**src/rtl/cusp_pkg.sv**
```systemverilog
// Shared types and constants for the streaming CoAP URL parser.
// Holds the parser state record, the result record, the phase and status codes.
// No dependencies; imported by cusp_core and coap_url_stream_parser.
package cusp_pkg;

  // Parser phases (plain state vector with localparam codes).
  localparam logic [2:0] PH_SCHEME     = 3'd0;
  localparam logic [2:0] PH_HOST_OPEN  = 3'd1;
  localparam logic [2:0] PH_HOST       = 3'd2;
  localparam logic [2:0] PH_AFTER_HOST = 3'd3;
  localparam logic [2:0] PH_PORT       = 3'd4;
  localparam logic [2:0] PH_SEG        = 3'd5;
  localparam logic [2:0] PH_DRAIN      = 3'd6;

  // Status codes reported with the final result of a URL.
  localparam logic [2:0] ST_OK     = 3'd0;
  localparam logic [2:0] ST_SCHEME = 3'd1;
  localparam logic [2:0] ST_HOST   = 3'd2;
  localparam logic [2:0] ST_PORT   = 3'd3;
  localparam logic [2:0] ST_SEG    = 3'd4;
  localparam logic [2:0] ST_PARTS  = 3'd5;
  localparam logic [2:0] ST_LONG   = 3'd6;

  // Protocol codes.
  localparam logic [1:0] PROTO_COAP    = 2'd0;
  localparam logic [1:0] PROTO_COAPS   = 2'd1;
  localparam logic [1:0] PROTO_UNKNOWN = 2'd2;

  // Segment types.
  localparam logic SEG_PATH  = 1'b0;
  localparam logic SEG_QUERY = 1'b1;

  // Longest host text accepted between the brackets.
  localparam logic [5:0] HOST_MAX = 6'd39;

  typedef struct packed {
    logic [2:0]  phase;
    logic [3:0]  match_index;
    logic [1:0]  proto;
    logic [15:0] port_acc;
    logic        port_set;
    logic [5:0]  host_len;
    logic        cur_type;
    logic [7:0]  cur_len;
    logic [7:0]  cur_start;
    logic [7:0]  byte_pos;
    logic [3:0]  parts;
  } cusp_state_t;

  typedef struct packed {
    logic        has_res;
    logic        seg_valid;
    logic        seg_type;
    logic [7:0]  seg_start;
    logic [7:0]  seg_len;
    logic        done_res;
    logic [2:0]  status;
    logic [1:0]  protocol;
    logic [15:0] port_out;
    logic [3:0]  part_count;
  } cusp_res_t;

  // State at reset and at the start of every new URL.
  localparam cusp_state_t CUSP_IDLE = '{
    phase:       PH_SCHEME,
    match_index: 4'd0,
    proto:       PROTO_UNKNOWN,
    port_acc:    16'd0,
    port_set:    1'b0,
    host_len:    6'd0,
    cur_type:    SEG_PATH,
    cur_len:     8'd0,
    cur_start:   8'd0,
    byte_pos:    8'd0,
    parts:       4'd0
  };

endpackage

```
**src/rtl/cusp_core.sv**
```systemverilog
// Per-byte step logic of the CoAP URL parser: next state and result for one byte.
// Purely combinational; depends on cusp_pkg.
module cusp_core #(
  parameter int MAX_PARTS   = 8,
  parameter int MAX_URL_LEN = 255
) (
  input  cusp_pkg::cusp_state_t st_i,
  input  logic [7:0]            char_i,
  input  logic                  last_i,
  input  logic [15:0]           default_port_i,
  output cusp_pkg::cusp_state_t st_o,
  output cusp_pkg::cusp_res_t   res_o
);
  import cusp_pkg::*;

  localparam logic [3:0] MaxPartsC = 4'(MAX_PARTS);
  localparam logic [7:0] MaxLenC   = 8'(MAX_URL_LEN);

  // Expected prefix byte at a given match position.
  function automatic logic [7:0] want_char(input logic [1:0] proto, input logic [2:0] idx);
    logic [7:0] w;
    unique case (idx)
      3'd0: w = "c";
      3'd1: w = "o";
      3'd2: w = "a";
      3'd3: w = "p";
      3'd4: w = (proto == PROTO_COAPS) ? "s" : ":";
      3'd5: w = (proto == PROTO_COAPS) ? ":" : "/";
      default: w = "/";
    endcase
    return w;
  endfunction

  always_comb begin
    cusp_state_t nxt;
    logic [2:0]  err;
    logic        seg;
    logic        was_delim;
    logic        open_req;
    logic        prev_query;
    logic        ok;
    logic [3:0]  mi;
    logic [15:0] nv;
    logic        is_delim;
    logic        done;

    nxt        = st_i;
    err        = ST_OK;
    seg        = 1'b0;
    was_delim  = 1'b0;
    open_req   = 1'b0;
    ok         = 1'b1;
    mi         = 4'd0;
    nv         = 16'd0;
    done       = 1'b0;
    res_o      = '0;
    is_delim   = (char_i == "/") || (char_i == "?") || (char_i == "&");
    prev_query = (st_i.phase == PH_SEG) && (st_i.cur_type == SEG_QUERY);

    if (st_i.phase == PH_DRAIN) begin
      if (last_i) begin
        nxt = CUSP_IDLE;
      end
    end else begin
      if (st_i.byte_pos >= MaxLenC) begin
        err = ST_LONG;
      end else begin
        unique case (st_i.phase)
          PH_SCHEME: begin
            if (st_i.match_index == 4'd0 && char_i == "[") begin
              nxt.phase = PH_HOST;
            end else if (st_i.match_index == 4'd0 && char_i != "c") begin
              err = ST_HOST;
            end else begin
              if (st_i.match_index == 4'd4) begin
                if (char_i == ":") begin
                  nxt.proto = PROTO_COAP;
                end else if (char_i == "s") begin
                  nxt.proto = PROTO_COAPS;
                end else begin
                  nxt.proto = PROTO_UNKNOWN;
                  ok = 1'b0;
                end
              end else if (char_i != want_char(st_i.proto, st_i.match_index[2:0])) begin
                nxt.proto = PROTO_UNKNOWN;
                ok = 1'b0;
              end
              if (ok) begin
                mi = st_i.match_index + 4'd1;
                nxt.match_index = mi;
                if (mi >= 4'd5 && mi == ((nxt.proto == PROTO_COAPS) ? 4'd8 : 4'd7)) begin
                  nxt.phase = PH_HOST_OPEN;
                end
              end else begin
                err = ST_SCHEME;
              end
            end
          end
          PH_HOST_OPEN: begin
            if (char_i == "[") nxt.phase = PH_HOST;
            else err = ST_HOST;
          end
          PH_HOST: begin
            if (char_i == "]") nxt.phase = PH_AFTER_HOST;
            else if (st_i.host_len >= HOST_MAX) err = ST_HOST;
            else nxt.host_len = st_i.host_len + 6'd1;
          end
          PH_AFTER_HOST: begin
            if (char_i == ":") begin
              nxt.phase = PH_PORT;
            end else if (is_delim) begin
              was_delim = 1'b1;
              open_req  = 1'b1;
            end else begin
              err = ST_SEG;
            end
          end
          PH_PORT: begin
            if (char_i >= "0" && char_i <= "9") begin
              // acc * 10 as two shifts, kept to 16 bits like the wire format
              nv = (st_i.port_acc << 3) + (st_i.port_acc << 1) + {8'd0, char_i - 8'h30};
              if (nv > st_i.port_acc) nxt.port_acc = nv;
              else err = ST_PORT;
            end else if (char_i == "/") begin
              nxt.port_set = 1'b1;
              was_delim    = 1'b1;
              open_req     = 1'b1;
            end else begin
              err = ST_PORT;
            end
          end
          default: begin
            if (is_delim) begin
              was_delim = 1'b1;
              if ((char_i == "&" && st_i.cur_type == SEG_PATH) ||
                  (char_i == "/" && st_i.cur_type == SEG_QUERY)) begin
                err = ST_SEG;
              end else begin
                seg      = 1'b1;
                open_req = 1'b1;
              end
            end else begin
              nxt.cur_len = st_i.cur_len + 8'd1;
            end
          end
        endcase

        // Opening a new segment at the delimiter just seen.
        if (open_req) begin
          if (char_i == "&" && !prev_query) begin
            err = ST_SEG;
          end else if (st_i.parts >= MaxPartsC) begin
            err = ST_PARTS;
          end else begin
            nxt.parts     = st_i.parts + 4'd1;
            nxt.cur_type  = (char_i == "/") ? SEG_PATH : SEG_QUERY;
            nxt.cur_len   = 8'd0;
            nxt.cur_start = st_i.byte_pos + 8'd1;
            nxt.phase     = PH_SEG;
          end
        end
      end

      if (st_i.byte_pos != 8'hFF) begin
        nxt.byte_pos = st_i.byte_pos + 8'd1;
      end

      // End of the URL: check that it stopped in a place where it may stop.
      if (err == ST_OK && last_i) begin
        if (nxt.phase == PH_PORT) begin
          err = ST_PORT;
        end else if (nxt.phase == PH_SCHEME) begin
          err = (nxt.match_index != 4'd0) ? ST_SCHEME : ST_HOST;
        end else if (nxt.phase == PH_HOST_OPEN || nxt.phase == PH_HOST) begin
          err = ST_HOST;
        end else if (nxt.phase == PH_SEG && !was_delim) begin
          seg = 1'b1;
        end
      end

      done = (err != ST_OK) || last_i;

      res_o.has_res    = seg || done;
      res_o.seg_valid  = seg;
      res_o.part_count = nxt.parts;
      if (seg) begin
        res_o.seg_type  = st_i.cur_type;
        res_o.seg_start = st_i.cur_start;
        res_o.seg_len   = (st_i.phase == PH_SEG && !was_delim) ? nxt.cur_len : st_i.cur_len;
      end
      if (done) begin
        res_o.done_res = 1'b1;
        res_o.status   = err;
        res_o.protocol = nxt.proto;
        res_o.port_out = nxt.port_set ? nxt.port_acc : default_port_i;
        if (last_i) nxt = CUSP_IDLE;
        else nxt.phase = PH_DRAIN;
      end
    end

    st_o = nxt;
  end

endmodule

```
**src/rtl/coap_url_stream_parser.sv**
```systemverilog
// Top level of the streaming CoAP URL parser: handshakes, state and result registers.
// Depends on cusp_pkg and cusp_core.
//
// Usage. The URL arrives one byte per transaction on the in_ channel, the byte in
// in_tdata and in_tlast high on its final byte. The block strips an optional coap://
// or coaps:// prefix, checks a bracketed host and an optional decimal port, and cuts
// the rest into path and query segments. Each completed segment gives one result
// transaction on the out_ channel (out_tuser[0] high); the final byte of a URL, or
// the first error, gives a result with out_tlast high carrying status, protocol,
// port and part count. Both may share one transaction. Bytes that cause no result
// give none; after an error the block swallows bytes up to and including in_tlast.
// The user writes the default port (cfg_wen/cfg_wdata) only when idle; not enforced.
//
// A result appears on out_tvalid in the cycle after the byte that caused it is
// accepted, and one byte is taken in every cycle unless in_tready is held low.
// The whole step for a byte (compare, multiply by ten, segment bookkeeping) is
// combinational between the parser state registers and the output register.
// Stalls: the output register lets a new byte in while its result is taken in the
// same cycle; while a result waits with out_tready low, in_tready is held low.
// Reset (synchronous, rst_n low) empties the output register, returns the parser to
// the start of a URL and sets the default port to 5683.
module coap_url_stream_parser #(
  parameter int MAX_PARTS   = 8,
  parameter int MAX_URL_LEN = 255
) (
  input  logic        clk,
  input  logic        rst_n,
  // Input channel. in_tdata: [7:0] char_in. in_tlast: last.
  input  logic        in_tvalid,
  output logic        in_tready,
  input  logic [7:0]  in_tdata,
  input  logic        in_tlast,
  // Result channel.
  // out_tdata: [7:0] seg_start, [15:8] seg_len, [18:16] status, [20:19] protocol,
  //            [36:21] port_out, [40:37] part_count, [47:41] zero.
  // out_tuser: [0] seg_valid, [1] seg_type. out_tlast: done_res.
  output logic        out_tvalid,
  input  logic        out_tready,
  output logic [47:0] out_tdata,
  output logic [1:0]  out_tuser,
  output logic        out_tlast,
  // Configuration: default port.
  input  logic        cfg_wen,
  input  logic [15:0] cfg_wdata
);
  import cusp_pkg::*;

  cusp_state_t st_r;
  cusp_state_t st_nxt;
  cusp_res_t   res;
  logic [15:0] default_port_r;
  logic        out_valid_r;
  logic [47:0] out_data_r;
  logic [1:0]  out_user_r;
  logic        out_last_r;
  logic        in_acc;

  cusp_core #(
    .MAX_PARTS  (MAX_PARTS),
    .MAX_URL_LEN(MAX_URL_LEN)
  ) u_core (
    .st_i          (st_r),
    .char_i        (in_tdata),
    .last_i        (in_tlast),
    .default_port_i(default_port_r),
    .st_o          (st_nxt),
    .res_o         (res)
  );

  // The output register either is empty or is being emptied in this cycle.
  assign in_tready = !out_valid_r || out_tready;
  assign in_acc    = in_tvalid && in_tready;

  always_ff @(posedge clk) begin
    if (!rst_n) begin
      st_r           <= CUSP_IDLE;
      default_port_r <= 16'd5683;
      out_valid_r    <= 1'b0;
    end else begin
      if (cfg_wen) begin
        default_port_r <= cfg_wdata;
      end
      if (in_acc) begin
        st_r <= st_nxt;
      end
      if (in_acc && res.has_res) begin
        out_valid_r <= 1'b1;
      end else if (out_tready) begin
        out_valid_r <= 1'b0;
      end
    end
  end

  // Result payload; no reset needed as out_valid_r qualifies it.
  always_ff @(posedge clk) begin
    if (in_acc && res.has_res) begin
      out_data_r <= {7'd0, res.part_count, res.port_out, res.protocol, res.status,
                     res.seg_len, res.seg_start};
      out_user_r <= {res.seg_type, res.seg_valid};
      out_last_r <= res.done_res;
    end
  end

  assign out_tvalid = out_valid_r;
  assign out_tdata  = out_data_r;
  assign out_tuser  = out_user_r;
  assign out_tlast  = out_last_r;

endmodule

```
**config.mk**
```make
export PLATFORM = sky130hd
export DESIGN_NAME = coap_url_stream_parser
export DESIGN_NICKNAME = d
export VERILOG_FILES = /design/src/rtl/cusp_pkg.sv /design/src/rtl/cusp_core.sv /design/src/rtl/coap_url_stream_parser.sv
export SDC_FILE = /design/constraint.sdc
export NUM_CORES = 1
export LEC_CHECK = 0
export ABC_AREA = 0
export BUFFER_PORTS_ARGS = -buffer_cell sky130_fd_sc_hd__buf_2
export CORE_MARGIN = 2
export CORE_UTILIZATION = 50
export DETAILED_ROUTE_END_ITERATION = 10
export GPL_ROUTABILITY_DRIVEN = 1
export PLACE_DENSITY = 0.69
export SLEW_MARGIN = 25
export SYNTH_ARGS = -nofsm -noshare
export SYNTH_HDL_FRONTEND = slang
export SYNTH_HIERARCHICAL = 1
export SYNTH_SLANG_ARGS = --single-unit
export TNS_END_PERCENT = 1
```
**constraint.sdc**
```tcl
create_clock -name clk -period 12.05 [get_ports clk]
set_input_delay 0 -clock clk [delete_from_list [all_inputs] [get_ports clk]]
set_output_delay 0 -clock clk [all_outputs]
set_load 0.01 [all_outputs]
```
==> results.json <==
{
  "outcome": "finished clean",
  "ys_warn_count": 6,
  "antenna_left": 0,
  "antennaDiodeCount": 0,
  "final_layout_size_suffix_gt1_frac": 0.134,
  "htreeDepth": 4,
  "synth-edff-count": 44,
  "initial_core_util": 0.513,
  "hold_buffers": 24,
  "clock_path_buffers": 2,
  "drv_slew": 0,
  "crit_fanout": 24,
  "max_slew_margin": 0.389,
  "io_buffers": 75,
  "drt-initial-drc-count": 639,
  "vdd_drop_max_uv": 88.2,
  "fin_nets": 1206,
  "hpwl_mm": 15.0,
  "critPathKind": "flop to flop",
  "ys_seq_elements": 122,
  "fin_setup_tns_ns": 0,
  "routed_wl_mm": 22.4,
  "timing.final.ws_setup_ns": 5.21,
  "wire_per_inst_um": 16.5,
  "die_w_um": 138,
  "syn_area_mm2": 0.00894,
  "worstMarginPinSlew_ns": 0.917,
  "rsz0062_at_grt": "no",
  "fmax_mhz": 146,
  "async_flop_share": 0,
  "cts_setup_buffers": 0,
  "powerDensity_mw_per_mm2": 105,
  "crit_arrival_ns": 6.96,
  "finalHoldViolCount": 0,
  "required_ns": 12.17,
  "root_buffer": "clkbuf_16",
  "end_kind": "flop",
  "syn_to_final_growth_pct": 13.1,
  "path_cells": "fa_1 -> inv_1 -> fa_1 -> nor2b_1 -> o21ai_0 -> a21boi_0 -> o21ai_0 -> a211oi_1 -> nor3_1 -> xnor2_1 -> ha_1 -> nand4_1 -> a211o_1 -> a32o_1 -> a221oi_1 -> or3_1 -> nand4_1 -> nand2b_1 -> o32ai_2 -> nand2_2 -> a21oi_1 -> nand2_1 -> nor2b_4 -> buf_16",
  "drv_cap": 0,
  "cts.reportedPaths.clkPinSlew_ns": 0.06,
  "avgSynthCellArea_um2": 8.48,
  "pre_cts_slack_ns": 5.27,
  "yosysUniqueCellTypes": 85,
  "synthCells": 1054,
  "setup_viol": 0,
  "io_pins": 83,
  "drt_pass1_iterations": 6,
  "vias": 7804,
  "die-area_mm2": 0.0190,
  "critPathBufInv": 2,
  "die_height_um": 138,
  "grt_pass1_wl_mm": 36.2,
  "hold_class": "input port to flop",
  "cts_tree": "built",
  "p_leak_nw": 4.07,
  "cp_slowest_stage_delay_ns": 0.59,
  "yosysSeqAreaShare": 0.322,
  "gr-total-overflow": 0,
  "min_period_ns": 6.84,
  "drcViolationCount": 0,
  "postCtsResizedCells": 0,
  "synth_ff_type": "dfxtp_1",
  "core_area_mm2": 0.0174,
  "cts.sinks": 122,
  "gp_congestion": 0.887,
  "setup.worst_path.start_class": "flop",
  "num_rows": 48,
  "skew_ns": 0.0137,
  "cp_slowest_cell": "nor2b_4",
  "antenna_found_initial": 0,
  "track_usage": 0.243,
  "grt_pass1_vias": 7162,
  "via_per_inst": 5.76,
  "grt_max_degree": 99,
  "clkLatencyLatePin_ns": 0.43,
  "min_period_over_period": 0.567,
  "crit_family": "compound AO/OA/AOI/OAI gates",
  "cts_buffers": 17
}
[tightest hold or removal path, stage by stage]
cell and delay (ns):
buf_4 0.24, nand2_1 0.11, mux2i_1 0.05
[synthesized netlist by cell type (all sizes together), types with 16 or more instances]
cell type	number	area, um^2
a211oi	16	135
a21oi	55	275
and3	20	125
buf	27	265
clkbuf	42	158
dfxtp	78	1560
edfxtp	44	1320
ha	52	651
inv	39	146
mux2i	92	921
nand2	174	656
nand3	19	95.1
nor2	115	432
nor2b	20	128
nor3	33	175
o21ai	28	140
xnor2	28	245
[kinds of logic (layout without fill, tap and decap cells)]
family          count (synthesis)  count (layout)  share of synthesized area
flops                         122             122                      0.322
mux                            94              94                      0.106
compound gates                170             170                      0.135
other cells                     1               7                   0.000419
buf+inv                       109             180                     0.0641
simple gates                  460             460                      0.247
fa+ha+maj                      58              58                     0.0862
xor+xnor                       40              40                     0.0392
[stage by stage]
step / power, mW / hold WS [ns] / instance area, um^2 / util / cells
floorplan: 0.559 / 0.123 / 8960 / - / 1060
global placement: 0.587 / 0.217 / 9290 / 0.533 / 1299
detailed placement: 0.590 / 0.222 / 9320 / 0.535 / 1300
CTS: 1.07 / 0.0200 / 10100 / 0.581 / 1356
global route: 1.11 / 0.0422 / 10100 / 0.581 / 1356
finish: 1.06 / 0.0273 / 10100 / 0.581 / 1356
[registers in the layout, indices dropped and copies added (netlist names)]
register        cells
default_port_r     16
out_tdata          41
out_tlast           1
out_tuser           2
out_tvalid          1
st_r               61
[per-layer routing]
| metal | track usage | up-vias | routed length, um |
|---|---|---|---|
| li1 | - | 3858 | - |
| met1 | 0.351 | 3664 | 11200 |
| met2 | 0.373 | 266 | 9620 |
| met3 | 0.0453 | 16 | 1310 |
| met4 | 0.0612 | 0 | 215 |
| met5 | 0 | - | 0 |
[layout by cell type (no fill, tap or decap), drive strengths merged, types with 6 or more instances in the layout]
cell type	instances
inv	46
clkbuf	18
nor2b	20
nand2b	6
and3	20
nand3b	7
o21ai	28
nor2	115
clkinv	6
ha	52
nor3b	7
nor4	7
nand4	12
dlygate4sd3	24
a211oi	16
conb	7
and2	7
a31oi	6
mux2i	92
nand3	19
xnor2	28
nor3	33
buf	84
dfxtp	78
or3	10
nand2	174
a21oi	55
fa	6
edfxtp	44
xor2	12
[where the power goes]
part	leakage, nW	switching [mW]	internal [mW]
Combinational	2.74	0.0791	0.0537
Clock	0.270	0.204	0.272
Sequential	1.06	0.00924	0.447
[path summary, 6_finish.rpt]
| check | startpoint | end | slack, ns | cells past startpoint |
|---|---|---|---|---|
| worst min-delay path | rst_n | st_r[45]$_SDFFE_PN0P_ | 0.03 | 3 |
| worst min register to register | st_r[35]$_SDFFE_PN0P_ | st_r[35]$_SDFFE_PN0P_ | 0.47 | 2 |
| worst max register to register | st_r[36]$_SDFFE_PN0P_ | out_tdata[18]$_DFFE_PP_ | 5.21 | 24 |
| worst max-delay path | st_r[36]$_SDFFE_PN0P_ | out_tdata[18]$_DFFE_PP_ | 5.21 | 24 |
[area by class of cell]
cell class,instances,area (um^2)
Inverter,40,150
Clock buffer,18,439
Multi-Input combinational cell,829,5540
Fill cell,1558,7300
Tap cell,225,282
Clock inverter,14,109
Timing Repair Buffer,108,709
Sequential cell,122,2880
(Power assumes the default switching activity.)
